**config.mk**
```make
export PLATFORM = sky130hd
export DESIGN_NAME = tvmu_div
export DESIGN_NICKNAME = d
export VERILOG_FILES = /design/src/rtl/core/tvmu_div_cell.sv /design/src/rtl/core/tvmu_div.sv
export SDC_FILE = /design/constraint.sdc
export NUM_CORES = 2
export LEC_CHECK = 0
export BUFFER_PORTS_ARGS = -buffer_cell sky130_fd_sc_hd__buf_2
export CAP_MARGIN = 15
export CORE_MARGIN = 1
export CORE_UTILIZATION = 60
export DETAILED_ROUTE_END_ITERATION = 8
export PLACE_DENSITY_LB_ADDON = 0.05
export SKIP_LAST_GASP = 1
export SYNTH_ARGS = -nofsm -noshare
export SYNTH_HDL_FRONTEND = slang
export SYNTH_SLANG_ARGS = --single-unit
```
**constraint.sdc**
```tcl
create_clock -name clk -period 8.5 [get_ports clk]
set_clock_uncertainty 0.1 [all_clocks]
set_input_delay 2.55 -clock clk [delete_from_list [all_inputs] [get_ports clk]]
set_output_delay 2.55 -clock clk [all_outputs]
set_load 0.02 [all_outputs]
```
**src/rtl/core/tvmu_div_cell.sv**
```systemverilog
`timescale 1ns / 1ps
// ----------------------------------------------------------------------------
// tvmu_div_cell
// One restoring division step: one quotient bit, registered.
// ----------------------------------------------------------------------------
module tvmu_div_cell #(
  parameter int DW = 17,
  parameter int QW = 17
) (
  input  logic          clk,
  input  logic          en,
  input  logic [DW-1:0] rem_i,
  input  logic [QW-1:0] x_i,
  input  logic [DW-1:0] den_i,
  output logic [DW-1:0] rem_o,
  output logic [QW-1:0] x_o,
  output logic [DW-1:0] den_o
);

  logic [DW:0]   t;
  logic [DW:0]   diff;
  logic          ge;
  logic [DW-1:0] rem_r, rem_nxt;
  logic [QW-1:0] x_r, x_nxt;
  logic [DW-1:0] den_r;

  always_comb begin
    t       = {rem_i, x_i[QW-1]};
    diff    = t - {1'b0, den_i};
    ge      = (t >= {1'b0, den_i});
    rem_nxt = ge ? diff[DW-1:0] : t[DW-1:0];
    x_nxt   = {x_i[QW-2:0], ge};
  end

  always_ff @(posedge clk) begin
    if (en) begin
      rem_r <= rem_nxt;
      x_r   <= x_nxt;
      den_r <= den_i;
    end
  end

  assign rem_o = rem_r;
  assign x_o   = x_r;
  assign den_o = den_r;

endmodule

```
**src/rtl/core/tvmu_div.sv**
```systemverilog
`timescale 1ns / 1ps
// ----------------------------------------------------------------------------
// tvmu_div
// Pipelined divider: a chain of QW cells, one quotient bit per cell.
// ----------------------------------------------------------------------------
module tvmu_div #(
  parameter int NW = 32,
  parameter int DW = 17,
  parameter int QW = 32
) (
  input  logic          clk,
  input  logic          en,
  input  logic [NW-1:0] num,
  input  logic [DW-1:0] den,
  output logic [QW-1:0] quot,
  output logic [DW-1:0] rem
);

  logic [DW-1:0] rem_c [QW+1];
  logic [QW-1:0] x_c   [QW+1];
  logic [DW-1:0] den_c [QW];

  assign rem_c[0] = DW'(num >> QW);
  assign x_c[0]   = num[QW-1:0];
  assign den_c[0] = den;

  for (genvar i = 0; i < QW; i++) begin : g_cell
    if (i < QW - 1) begin : g_mid
      tvmu_div_cell #(.DW(DW), .QW(QW)) u_cell (
        .clk(clk), .en(en), .rem_i(rem_c[i]), .x_i(x_c[i]), .den_i(den_c[i]),
        .rem_o(rem_c[i+1]), .x_o(x_c[i+1]), .den_o(den_c[i+1])
      );
    end else begin : g_last
      tvmu_div_cell #(.DW(DW), .QW(QW)) u_cell (
        .clk(clk), .en(en), .rem_i(rem_c[i]), .x_i(x_c[i]), .den_i(den_c[i]),
        .rem_o(rem_c[i+1]), .x_o(x_c[i+1]), .den_o()
      );
    end
  end

  assign quot = x_c[QW];
  assign rem  = rem_c[QW];

endmodule

```
==> results.yml <==
worst_hold_path:
  hold_path.class: "reg -> reg"
clock_tree:
  clock_latency_ps: 820
  cts-root-buf: "clkbuf_16"
  cts_resized: 0
  hold_buffers: 0
  cts_sinks: 2095
  cts_setup_buffers: 0
  cts_made_buffers: 208
  htreeDepth: 4
  cts_buffer_depth: 3
  cts.clk_slew.worst_paths_ps: 60
  tritoncts: "built"
finish:
  finish.utilization: 0.670
  final_cell_area_um2: 105000
  fill_cells: 11100
  area_growth_pct: 10.8
  fin_nets: 7514
  drive_gt1_frac: 0.120
  insertedDiodeCount: 0
logic_synthesis:
  synth_seq_cells: 2095
  synth_cells: 6614
  yosysSeqAreaShare: 0.665
  synth_most_common_cell: "edfxtp_1"
  syn-num-nets: 7225
  avgSynthCellArea_um2: 14.3
  synth_edf_count: 2095
  synth_flop_cell: "edfxtp_1"
  yosys-top-cells-count: "edfxtp_1 (2095), inv_1 (678), ha_1 (529)"
  synth_top_cell_by_area: "edfxtp_1"
  yosysWarnings: 0
  synth_area_leaders: "edfxtp_1 (67%), ha_1 (7.0%), mux2_2 (3.4%), inv_1 (2.7%), xnor2_1 (2.4%)"
  synthArstFlopShare: 0
  syn_area_um2: 94600
  netlist.area_leader.share: 0.665
  ys_types: 90
die:
  num_rows: 145
  die-area_um2: 159000
  io-pin-count: 100
  start_util: 0.605
  die_x_um: 399
  die_height_um: 399
  core_um2: 156000
sta:
  fin_crit_sh: 0.483
  min_period_ps: 4110
  rsz0062_at_grt: "false"
  slew_headroom: 0.320
  slew_violations: 0
  hold_viol: 0
  setup_tns_ps: 0
  fmax_mhz: 243
  finalSetupViolCount: 0
  tightest_slew_ps: 1020
worst_setup_path:
  crit_arrival_ps: 1460
  end_kind: "primary output"
  required_ps: 5850
  crit_slowest_cell: "edfxtp_1"
  crit_family: "flip-flops"
  cp_num_buf_inv: 1
  crit_type: "reg -> out"
  worstSetupStartpointType: "flop"
  crit_fanout: 1
  path_cells: "buf_2"
  max_stage_delay_ps: 440
pwr:
  internal-power_w: 0.0256
  power_frac_comb: 0.350
  power_switching_w: 0.0118
  irDropWorstVdd_mv: 0.240
  p_per_area_nw_per_um2: 357
  p_leak_nw: 40.4
  p_clk_frac: 0.244
  p_seq_frac: 0.406
  switching_share: 0.316
global_routing:
  grt_max_degree: 183
  grt_pass1_wl_um: 254000
  overflow: 0
  grtUsageTotal: 0.199
  first_global_vias: 49800
  antenna_found_initial: 0
detailed_routing:
  drcViolationCount: 0
  vias: 51100
  ant_nets: 0
  drtIter0Drc: 3424
  detail_route.vias_per_cell: 5.59
  avgRoutedWirePerCell_um: 17.2
  wl_um: 158000
  firstDrtPassIters: 7
placed_design:
  place_congestion: 0.878
  io_buffers: 99
  dp_hpwl_um: 109000
  place_area_um2: 97800
job:
  drv_cap: 0
outcome:
  status: "complete, no violations"
-- placed cells by master, fill, tap and decap left out, types with 24 or more instances in the layout --
cell,Yosys,final
a211o_1,24,24
a211oi_1,46,46
a21o_1,148,148
a21oi_1,436,436
a31oi_1,36,32
and3_1,33,33
buf_2,11,98
buf_4,8,41
clkbuf_1,44,37
clkbuf_16,0,209
clkinv_1,1,40
clkinv_2,0,51
edfxtp_1,2095,2095
fa_1,31,31
ha_1,529,529
inv_1,678,678
mux2_2,282,282
mux2_4,24,24
mux2i_1,25,25
nand2_1,304,304
nand2b_1,42,42
nand3_1,60,60
nand4_1,81,81
nor2_1,312,312
nor2b_1,44,44
nor3_1,93,93
o21a_1,60,60
o21ai_0,310,310
o21bai_1,89,89
o31a_1,35,35
o31ai_1,28,28
or3_1,32,32
xnor2_1,262,262
xor2_1,159,159
-- flip-flops by register name, summed over array words and instances, names as in the netlist --
name / cells
g_cell.g_mid.u_cell.x_o: 992
g_cell.g_mid.u_cell.den_o: 527
g_cell.g_mid.u_cell.rem_o: 527
g_cell.g_last.u_cell.x_o: 32
g_cell.g_last.u_cell.rem_o: 17
-- path summary, 6_finish.rpt --
| check | from | endpoint | slack (ps) | cells after the start |
|---|---|---|---|---|
| setup / recovery | g_cell[31].g_last.u_cell.x_o[5]$_DFFE_PP_ | quot[5] | 4390 | 1 |
| hold / removal | g_cell[28].g_mid.u_cell.x_o[7]$_DFFE_PP_ | g_cell[29].g_mid.u_cell.x_o[8]$_DFFE_PP_ | 310 | 0 |
| setup reg to reg | g_cell[23].g_mid.u_cell.x_o[31]$_DFFE_PP_ | g_cell[24].g_mid.u_cell.rem_o[16]$_DFFE_PP_ | 4530 | 12 |
| hold reg to reg | g_cell[28].g_mid.u_cell.x_o[7]$_DFFE_PP_ | g_cell[29].g_mid.u_cell.x_o[8]$_DFFE_PP_ | 310 | 0 |
-- power by group through the flow --
stage	sequential (W)	combinational [W]	clock [W]
floorplan	0.0150	0.0105	0
global placement	0.0154	0.0127	0
detailed placement	0.0154	0.0130	0
CTS	0.0152	0.0131	0.00939
global route	0.0154	0.0146	0.00978
finish	0.0152	0.0131	0.00912
-- layer usage --
| metal | up-vias | wire length (um) | track usage |
|---|---|---|---|
| met4 | 0 | 3290 | 0.0536 |
| met3 | 251 | 6090 | 0.0309 |
| met1 | 24700 | 71100 | 0.270 |
| li1 | 25300 | - | - |
| met2 | 898 | 77200 | 0.334 |
| met5 | - | 0 | 0 |
-- layout make-up --
type / instances / area [um2] / area share
Tap cell: 2058 / 2570 / 0.0246
Multi-Input combinational cell: 3768 / 28800 / 0.275
Sequential cell: 2095 / 62900 / 0.600
Clock inverter: 144 / 1590 / 0.0151
Clock buffer: 246 / 5370 / 0.0512
Timing Repair Buffer: 151 / 1020 / 0.00978
Inverter: 679 / 2550 / 0.0243
-- logic make-up (layout without fill, tap and decap cells) --
logic type / after synthesis / count (layout) / synth area share
muxes: 334 / 334 / 0.0404
xor gates and xnor gates: 421 / 421 / 0.0390
adders and majority gates: 560 / 560 / 0.0765
and+or+nand+nor: 1074 / 1074 / 0.0533
buffers and inverters: 751 / 1220 / 0.0308
AOI/OAI and AO/OA: 1379 / 1379 / 0.0947
DFF: 2095 / 2095 / 0.665
-- stage by stage --
stage                     cells  power [W]  setup WS, ps  hold slack [ps]
after floorplan            6614     0.0254          4560              300
after global placement     8749     0.0281          3860              300
after detailed placement   8749     0.0284          3820              305
after CTS                  9139     0.0377          4290              311
after global routing       9141     0.0398          4220              312
final                      9141     0.0374          4390              306
No activity file was read; power rests on OpenSTA's default activity.
